[src/hdl/imhu_pkg.sv]
// Shared types and constants of the indexed min-heap update unit.
package imhu_pkg;

	localparam int CAPACITY_DEF = 1024;
	localparam int ID_BITS_DEF  = 16;
	localparam int KEY_BITS_DEF = 32;

	localparam int KIND_W   = 2;
	localparam int POS_W    = 10;
	localparam int KEYIN_W  = 32;
	localparam int IDIN_W   = 16;
	localparam int STATUS_W = 2;
	localparam int TOTAL_W  = 11;

	localparam logic [KIND_W-1:0] KIND_INSERT = 2'd0;
	localparam logic [KIND_W-1:0] KIND_CHANGE = 2'd1;
	localparam logic [KIND_W-1:0] KIND_DELETE = 2'd2;

	localparam logic [STATUS_W-1:0] ST_OK       = 2'd0;
	localparam logic [STATUS_W-1:0] ST_NOT_FND  = 2'd1;
	localparam logic [STATUS_W-1:0] ST_BAD_POS  = 2'd2;
	localparam logic [STATUS_W-1:0] ST_FULL     = 2'd3;

	typedef enum logic [4:0] {
		S_IDLE,
		S_DECODE,
		S_SRCH_RD,
		S_SRCH_CHK,
		S_LAST_RD,
		S_LAST_WAIT,
		S_MOVE_WR,
		S_UP_RD,
		S_UP_WAIT,
		S_UP_CMP,
		S_DN_RD_L,
		S_DN_RD_R,
		S_DN_WAIT,
		S_DN_CMP,
		S_SWAP_A,
		S_SWAP_B,
		S_TOP_RD,
		S_TOP_WAIT,
		S_RESULT
	} imhu_state_t;

	// Datapath commands issued by the controller.
	typedef struct packed {
		logic latch_in;     // capture the input item
		logic wr_new;       // write the new entry at the fill-count or input position slot
		logic wr_move;      // write the held last entry at the work slot
		logic cnt_inc;
		logic cnt_dec;
		logic set_work_pos; // work slot := input position
		logic set_work_cnt; // work slot := fill count (insert)
		logic set_work_fnd; // work slot := found slot
		logic srch_clr;
		logic srch_rd;      // read search slot
		logic srch_adv;
		logic rd_last;      // read slot at the already decremented count (old last entry)
		logic hold_last;    // latch read data as moved entry
		logic rd_work;      // read work slot into A
		logic rd_parent;    // read parent into B
		logic rd_left;
		logic rd_right;
		logic cap_a;
		logic cap_b;
		logic cap_c;
		logic up_mode;      // swap target is parent
		logic pick_right;   // swap target is right child
		logic swap_a;       // write B (up) or picked child C (down) at work slot
		logic swap_b;       // write A entry at target, move work slot
		logic dn_start;     // work slot := start slot
		logic rd_top;
		logic cap_top;
		logic set_status;
		logic [STATUS_W-1:0] status;
	} imhu_cmd_t;

	typedef struct packed {
		logic [KIND_W-1:0] kind;
		logic full;
		logic pos_bad;
		logic srch_hit;
		logic srch_end;
		logic fnd_is_last;
		logic at_root;
		logic a_less_b;     // work entry orders before parent: swap up
		logic has_left;
		logic has_right;
		logic c_less_b;     // right child < left child
		logic pick_less_a;
		logic empty;
	} imhu_stat_t;

endpackage

[src/hdl/imhu_ctrl.sv]
// Controller state machine of the min-heap update unit.
module imhu_ctrl (
	input  logic                 clk,
	input  logic                 arst_n,
	input  logic                 in_fire,
	input  logic                 out_fire,
	input  imhu_pkg::imhu_stat_t st,
	output imhu_pkg::imhu_cmd_t  cmd,
	output logic                 busy,
	output logic                 res_valid
);
	import imhu_pkg::*;

	imhu_state_t state_q, state_d;

	always_ff @(posedge clk or negedge arst_n) begin
		if (!arst_n) begin
			state_q <= S_IDLE;
		end else begin
			state_q <= state_d;
		end
	end

	always_comb begin
		state_d = state_q;
		case (state_q)
			S_IDLE:      if (in_fire) state_d = S_DECODE;
			S_DECODE: begin
				case (st.kind)
					KIND_INSERT: state_d = st.full ? S_TOP_RD : S_UP_RD;
					KIND_CHANGE: state_d = st.pos_bad ? S_TOP_RD : S_UP_RD;
					KIND_DELETE: state_d = S_SRCH_RD;
					default:     state_d = S_TOP_RD;
				endcase
			end
			S_SRCH_RD:   state_d = S_SRCH_CHK;
			S_SRCH_CHK: begin
				if (st.srch_end) state_d = S_TOP_RD;
				else if (st.srch_hit) state_d = st.fnd_is_last ? S_TOP_RD : S_LAST_RD;
				else state_d = S_SRCH_RD;
			end
			S_LAST_RD:   state_d = S_LAST_WAIT;
			S_LAST_WAIT: state_d = S_MOVE_WR;
			S_MOVE_WR:   state_d = S_UP_RD;
			S_UP_RD:     state_d = st.at_root ? S_DN_RD_L : S_UP_WAIT;
			S_UP_WAIT:   state_d = S_UP_CMP;
			S_UP_CMP:    state_d = st.a_less_b ? S_SWAP_A : S_DN_RD_L;
			S_DN_RD_L:   state_d = st.has_left ? S_DN_RD_R : S_TOP_RD;
			S_DN_RD_R:   state_d = S_DN_WAIT;
			S_DN_WAIT:   state_d = S_DN_CMP;
			S_DN_CMP:    state_d = st.pick_less_a ? S_SWAP_A : S_TOP_RD;
			S_SWAP_A:    state_d = S_SWAP_B;
			S_SWAP_B:    state_d = S_UP_RD;
			S_TOP_RD:    state_d = S_TOP_WAIT;
			S_TOP_WAIT:  state_d = S_RESULT;
			S_RESULT:    if (out_fire) state_d = S_IDLE;
			default:     state_d = S_IDLE;
		endcase
	end

	// up/down phase flag: set while sifting up, cleared on entering down phase
	logic up_q;
	always_ff @(posedge clk or negedge arst_n) begin
		if (!arst_n) begin
			up_q <= 1'b0;
		end else if (state_q == S_DECODE || state_q == S_MOVE_WR) begin
			up_q <= 1'b1;
		end else if ((state_q == S_UP_RD && st.at_root) ||
			     (state_q == S_UP_CMP && !st.a_less_b)) begin
			up_q <= 1'b0;
		end
	end

	always_comb begin
		cmd = '0;
		cmd.status = ST_OK;
		cmd.up_mode = up_q;
		case (state_q)
			S_IDLE: cmd.latch_in = in_fire;
			S_DECODE: begin
				cmd.set_status = 1'b1;
				cmd.srch_clr = 1'b1;
				case (st.kind)
					KIND_INSERT: begin
						if (st.full) cmd.status = ST_FULL;
						else begin
							cmd.set_work_cnt = 1'b1;
							cmd.wr_new = 1'b1;
							cmd.cnt_inc = 1'b1;
						end
					end
					KIND_CHANGE: begin
						if (st.pos_bad) cmd.status = ST_BAD_POS;
						else begin
							cmd.set_work_pos = 1'b1;
							cmd.wr_new = 1'b1;
						end
					end
					default: ;
				endcase
			end
			S_SRCH_RD: cmd.srch_rd = 1'b1;
			S_SRCH_CHK: begin
				cmd.srch_adv = 1'b1;
				if (st.srch_end) begin
					cmd.set_status = 1'b1;
					cmd.status = ST_NOT_FND;
				end else if (st.srch_hit) begin
					cmd.set_work_fnd = 1'b1;
					cmd.cnt_dec = 1'b1;
				end
			end
			S_LAST_RD:   cmd.rd_last = 1'b1;
			S_LAST_WAIT: cmd.hold_last = 1'b1;
			S_MOVE_WR:   cmd.wr_move = 1'b1;
			S_UP_RD: begin
				cmd.rd_work = 1'b1;
				cmd.dn_start = st.at_root;
			end
			S_UP_WAIT: begin
				cmd.cap_a = 1'b1;
				cmd.rd_parent = 1'b1;
			end
			S_UP_CMP: begin
				cmd.cap_b = 1'b1;
				cmd.dn_start = !st.a_less_b;
			end
			S_DN_RD_L: begin
				cmd.cap_a = 1'b1;
				cmd.rd_left = 1'b1;
			end
			S_DN_RD_R: begin
				cmd.cap_b = 1'b1;
				cmd.rd_right = 1'b1;
			end
			S_DN_WAIT: begin
				cmd.rd_right = 1'b1;
			end
			S_DN_CMP: begin
				cmd.cap_c = 1'b1;
				cmd.pick_right = st.has_right && st.c_less_b;
			end
			S_SWAP_A: cmd.swap_a = 1'b1;
			S_SWAP_B: cmd.swap_b = 1'b1;
			S_TOP_RD: cmd.rd_top = 1'b1;
			S_TOP_WAIT: cmd.cap_top = 1'b1;
			default: ;
		endcase
	end

	assign busy      = (state_q != S_IDLE);
	assign res_valid = (state_q == S_RESULT);
endmodule

[config.mk]
export PLATFORM = sky130hd
export DESIGN_NAME = imhu_ctrl
export DESIGN_NICKNAME = d
export VERILOG_FILES = /design/src/hdl/imhu_pkg.sv /design/src/hdl/imhu_ctrl.sv
export SDC_FILE = /design/constraint.sdc
export NUM_CORES = 1
export LEC_CHECK = 0
export ABC_AREA = 1
export BUFFER_PORTS_ARGS = -buffer_cell sky130_fd_sc_hd__clkbuf_2
export CAP_MARGIN = 5
export CORE_MARGIN = 8
export CORE_UTILIZATION = 40
export DETAILED_ROUTE_END_ITERATION = 8
export PLACE_DENSITY = 0.76
export SLEW_MARGIN = 40
export SYNTH_ARGS = -nofsm -noshare
export SYNTH_HDL_FRONTEND = slang
export SYNTH_SLANG_ARGS = --single-unit
[constraint.sdc]
create_clock -name clk -period 2.7 [get_ports clk]
set_input_delay 0.27 -clock clk [delete_from_list [all_inputs] [get_ports clk]]
set_output_delay 0.27 -clock clk [all_outputs]
set_load 0.01 [all_outputs]
# --- Yosys cells after proc, flatten, opt, wreduce, memory -nomap -nowiden ---
# Cells that the tools add are included.
classes:
  reduce_logical: 15
  n_eq_ne: 22
  n_mux: 51
ops:
  columns: ["operator", "n"]
  rows:
  - ["5-bit one-hot mux with 18 select lines", 1]
  - ["5-bit two-way mux", 9]
  - ["5-bit by 4-bit equality test with 1-bit output (second input constant)", 8]
  - ["1-bit two-way mux", 30]
  - ["5-bit by 3-bit equality test with 1-bit output (second input constant)", 4]
  - ["5-bit equality test (second input constant)", 3]
  - ["5-bit one-hot mux with 3 select lines", 1]
  - ["5-bit by 2-bit equality test with 1-bit output (second input constant)", 2]
  - ["2-bit two-way mux", 4]
  - ["2-bit OR reduction", 4]
  - ["3-bit two-way mux", 2]
  - ["3-bit one-hot mux with 2 select lines", 1]
  - ["5-bit by 1-bit equality test with 1-bit output (second input constant)", 1]
  - ["5-bit zero test", 1]
  - ["5-bit nonzero test", 1]
  - ["2-bit != test (second input constant)", 2]
  - ["1-bit one-hot mux with 2 select lines", 2]
  - ["2-bit one-hot mux with 2 select lines", 1]
  - ["1-bit logical AND", 3]
  - ["2-bit by 1-bit equality test with 1-bit output (second input constant)", 1]
  - ["2-bit equality test (second input constant)", 1]
  - ["2-bit zero test", 1]
  - ["1-bit logical OR", 2]
  - ["2-bit AND reduction", 1]
  - ["2 further kinds", 2]
word_totals:
  elab_cells: 90
  register_bits: 6

# --- Depth between registers and ports, before layout ---
depth:
  word_depth: 5
  ltp_mapped: 8
  mapped_depth_nobuf: 8

# --- Worst setup path after synthesis ---
# No wires, ideal clock.
synth_timing:
  path_type: "register -> output"
  startpoint: "register state_q[4]"
  endpoint: "output port cmd[25] in the netlist's numbering"
  required_ps: 2430
  arrival_ps: 1320
  path_slack_ps: 1110
  n_path_buf: 1
  stages_incl_launch_ff: 7
  cell_sequence: "dfrtp_1 inv_2 nand3_2 nor2_2 inv_2 nor3_4 buf_4"
synth_rtl:
  columns: ["element", "line_no", "rtl"]
  rows:
  - ["start: declaration", "imhu_ctrl.sv:14", "imhu_state_t state_q, state_d;"]
  - ["start signal: assignment", "imhu_ctrl.sv:20", "state_q <= state_d;"]
  - ["end: declaration", "imhu_ctrl.sv:8", "output imhu_pkg::imhu_cmd_t cmd,"]

==> results.yml <==
sta:
  rsz0062_at_grt: "false"
  min_period_ps: 1950
  setup_viol: 0
  max-slew-margin-rel: 0.779
  clock_skew_ps: 2.47
  finalHoldViolCount: 0
  max_freq_mhz: 512
  tightest_slew_ps: 330
  totalNegativeSetupSlack_ps: 0
  finalMaxSlewViolations: 0
  period_share: 0.723
logic_synthesis:
  synth_area_leaders: "dfrtp_1 19%, nor2_1 12%, inv_1 11%"
  ys_seq_elements: 6
  yosysWarnings: 0
  async_flop_share: 1.00
  synth_flop_cell: "dfrtp_1"
  synth_cell_type_count: 27
  synth_top_cell_area_share: 0.193
  synth-seq-area-share: 0.193
  syn_inst: 134
  yosys.area.top_type: "dfrtp_1"
  avgSynthCellArea_um2: 5.82
  syn_nets: 152
  syn_area_um2: 779
  synth_edf_count: 0
power:
  peakVddDrop_uv: 507
  power_leakage_nw: 0.682
  powerDensity_nw_per_um2: 829
routing:
  wl_um: 2640
  num_vias: 1032
  drt-initial-drc-count: 50
  via_per_inst: 4.91
  drc: 0
  wl_per_cell_um: 12.6
  detailedRoute.firstPassIterationCount: 4
  ant_nets: 0
worst_setup_path:
  worstPathCellList: "inv_2 > nand3_1 > inv_1 > nand2_1 > o21a_1 > inv_1 > clkbuf_2"
  crit_cells: 7
  crit_top_cell: "inv_1"
  critPathSlowestCell: "dfrtp_1"
  worst-endpoint-arrival_ps: 1680
  cp-end-kind: "output port"
  worst_r2r_path_depth: 7
  path_class: "flip-flop to output port"
  slowest_delay_ps: 440
  crit_path_start_kind: "flip-flop"
  cp_top_family: "buffers and inverters"
  cp.required_ps: 2430
  crit_fanout: 10
  cp_num_buf_inv: 4
final_layout:
  stdcell_area_um2: 1060
  register_area_um2: 150
  fill_cells: 207
  multi_input_area_um2: 494
  drive_gt1_frac: 0.372
  fin_nets: 203
  n_antenna_cell: 0
  stdcell_count: 210
  areaGrowthSynthToFinish_pct: 36.4
global_route:
  grt_max_degree: 11
  grt_pass1_vias: 1030
  gr-total-overflow: 0
  antenna_found_initial: 0
  grt_first_pass_wirelength_um: 4330
  grt_usage: 0.150
worst_hold_path:
  min_path_type: "input port to flip-flop"
  min_path_cells: 3
cts:
  cts_tree: "built"
  cts_buffers: 3
  cts_buffer_depth: 2
  path_clk_slew_ps: 40
  clock_latency_ps: 240
  htreeDepth: 1
  cts_resized: 0
  cts-root-buf: "clkbuf_4"
  clock-sinks: 6
die:
  core_area_um2: 1900
  die_x_um: 60.1
  start_util: 0.410
  rows: 16
  die_area_um2: 3620
  pin_count: 50
  die_h_um: 60.1
place:
  dp.cells: 206
  gp_congestion: 0.872
  portBuffers: 48
  post_dp_cell_area_um2: 1030
  dpl.hpwl_um: 2310
job:
  cap_violations: 0
status:
  status: "complete, no violations"
tightest hold or removal path: stages:
cell	delay [ps]
clkbuf_2	80
o21ai_0	70
nor2_1	90
layout by cell type (no fill, tap or decap):
cell type and n:
o31ai_1 2, nor2_8 1, o21a_1 1, dfrtp_1 6
inv_1 23, nand3_2 1, and3_1 1, nand3b_1 2
nor3_1 2, nand2_2 1, nor3_4 1, nor2_2 4
nand3_1 16, clkinv_1 1, dlygate4sd3_1 1, nor2_4 1
clkbuf_4 3, nand2_1 23, o21ai_0 3, o211ai_1 2
inv_2 6, clkbuf_2 48, nand4_1 3, nor4_1 1
nand2_4 1, o21ai_2 1, a21oi_1 1, o21ai_1 3
nor2_1 24
cell type report:
cell class              count  share of cell area
clock buffers               3              0.0212
inverters                  30               0.106
multi-input cells          95               0.465
flip-flops and latches      6               0.141
well taps                  27              0.0318
repair buffers             49               0.235
per-stage QoR:
stage | setup WS, ps | util | hold WS, ps | total power [mW]
after floorplan | 1110 | - | -25.6 | 0.609
after global placement | 1020 | 0.542 | 96.5 | 0.798
after detailed placement | 1010 | 0.542 | 104 | 0.801
after CTS | 745 | 0.559 | 320 | 0.888
after global routing | 617 | 0.559 | 328 | 0.975
final | 747 | 0.559 | 324 | 0.881
routing by layer:
layer	track usage	up-vias	part of all wire
met5	0	-	0
met4	0.0102	0	0
met3	0.0452	0	0.092
met2	0.256	52	0.47
met1	0.186	458	0.44
li1	-	522	-
synthesized netlist by cell type, drive strengths merged (2+ instances only):
cell type / count
buf: 3
dfrtp: 6
inv: 29
nand2: 25
nand3: 17
nand3b: 2
nand4: 3
nor2: 30
nor3: 3
o211ai: 2
o21ai: 7
o31ai: 2
report_power, final:
group          internal (mW)  total [mW]  switching (mW)  leakage, nW
combinational          0.199       0.615           0.416        0.595
clock                 0.0502      0.0806          0.0304       0.0138
sequential             0.128       0.186          0.0580       0.0737
timing repair:
action / CTS / global route
hold buffers: 1 / 0
endpoints found under the hold margin: 6 / 0
setup buffers: 0 / 0
registers in the layout, indices dropped and copies added (netlist names):
name	count
state_q	5
up_q	1
logic make-up (layout without fill, tap and decap cells):
logic type | count (synthesis) | in the layout | share of synthesized area
buf+inv | 33 | 82 | 0.173
flops | 6 | 6 | 0.193
simple gates | 82 | 82 | 0.530
compound gates | 13 | 13 | 0.104
path summary, 6_finish.rpt:
check                                        from                endpoint  slack [ps]
max                        state_q[4]$_DFFE_PN0P_                  cmd[5]         750
min                                       in_fire  state_q[0]$_DFFE_PN0P_         320
max reg2reg                state_q[4]$_DFFE_PN0P_        up_q$_DFFE_PN0P_        1180
min reg2reg                      up_q$_DFFE_PN0P_        up_q$_DFFE_PN0P_         490
max in group asynchronous                  arst_n  state_q[0]$_DFFE_PN0P_        2160
min in group asynchronous                  arst_n  state_q[4]$_DFFE_PN0P_         390
(Power assumes the default switching activity.)
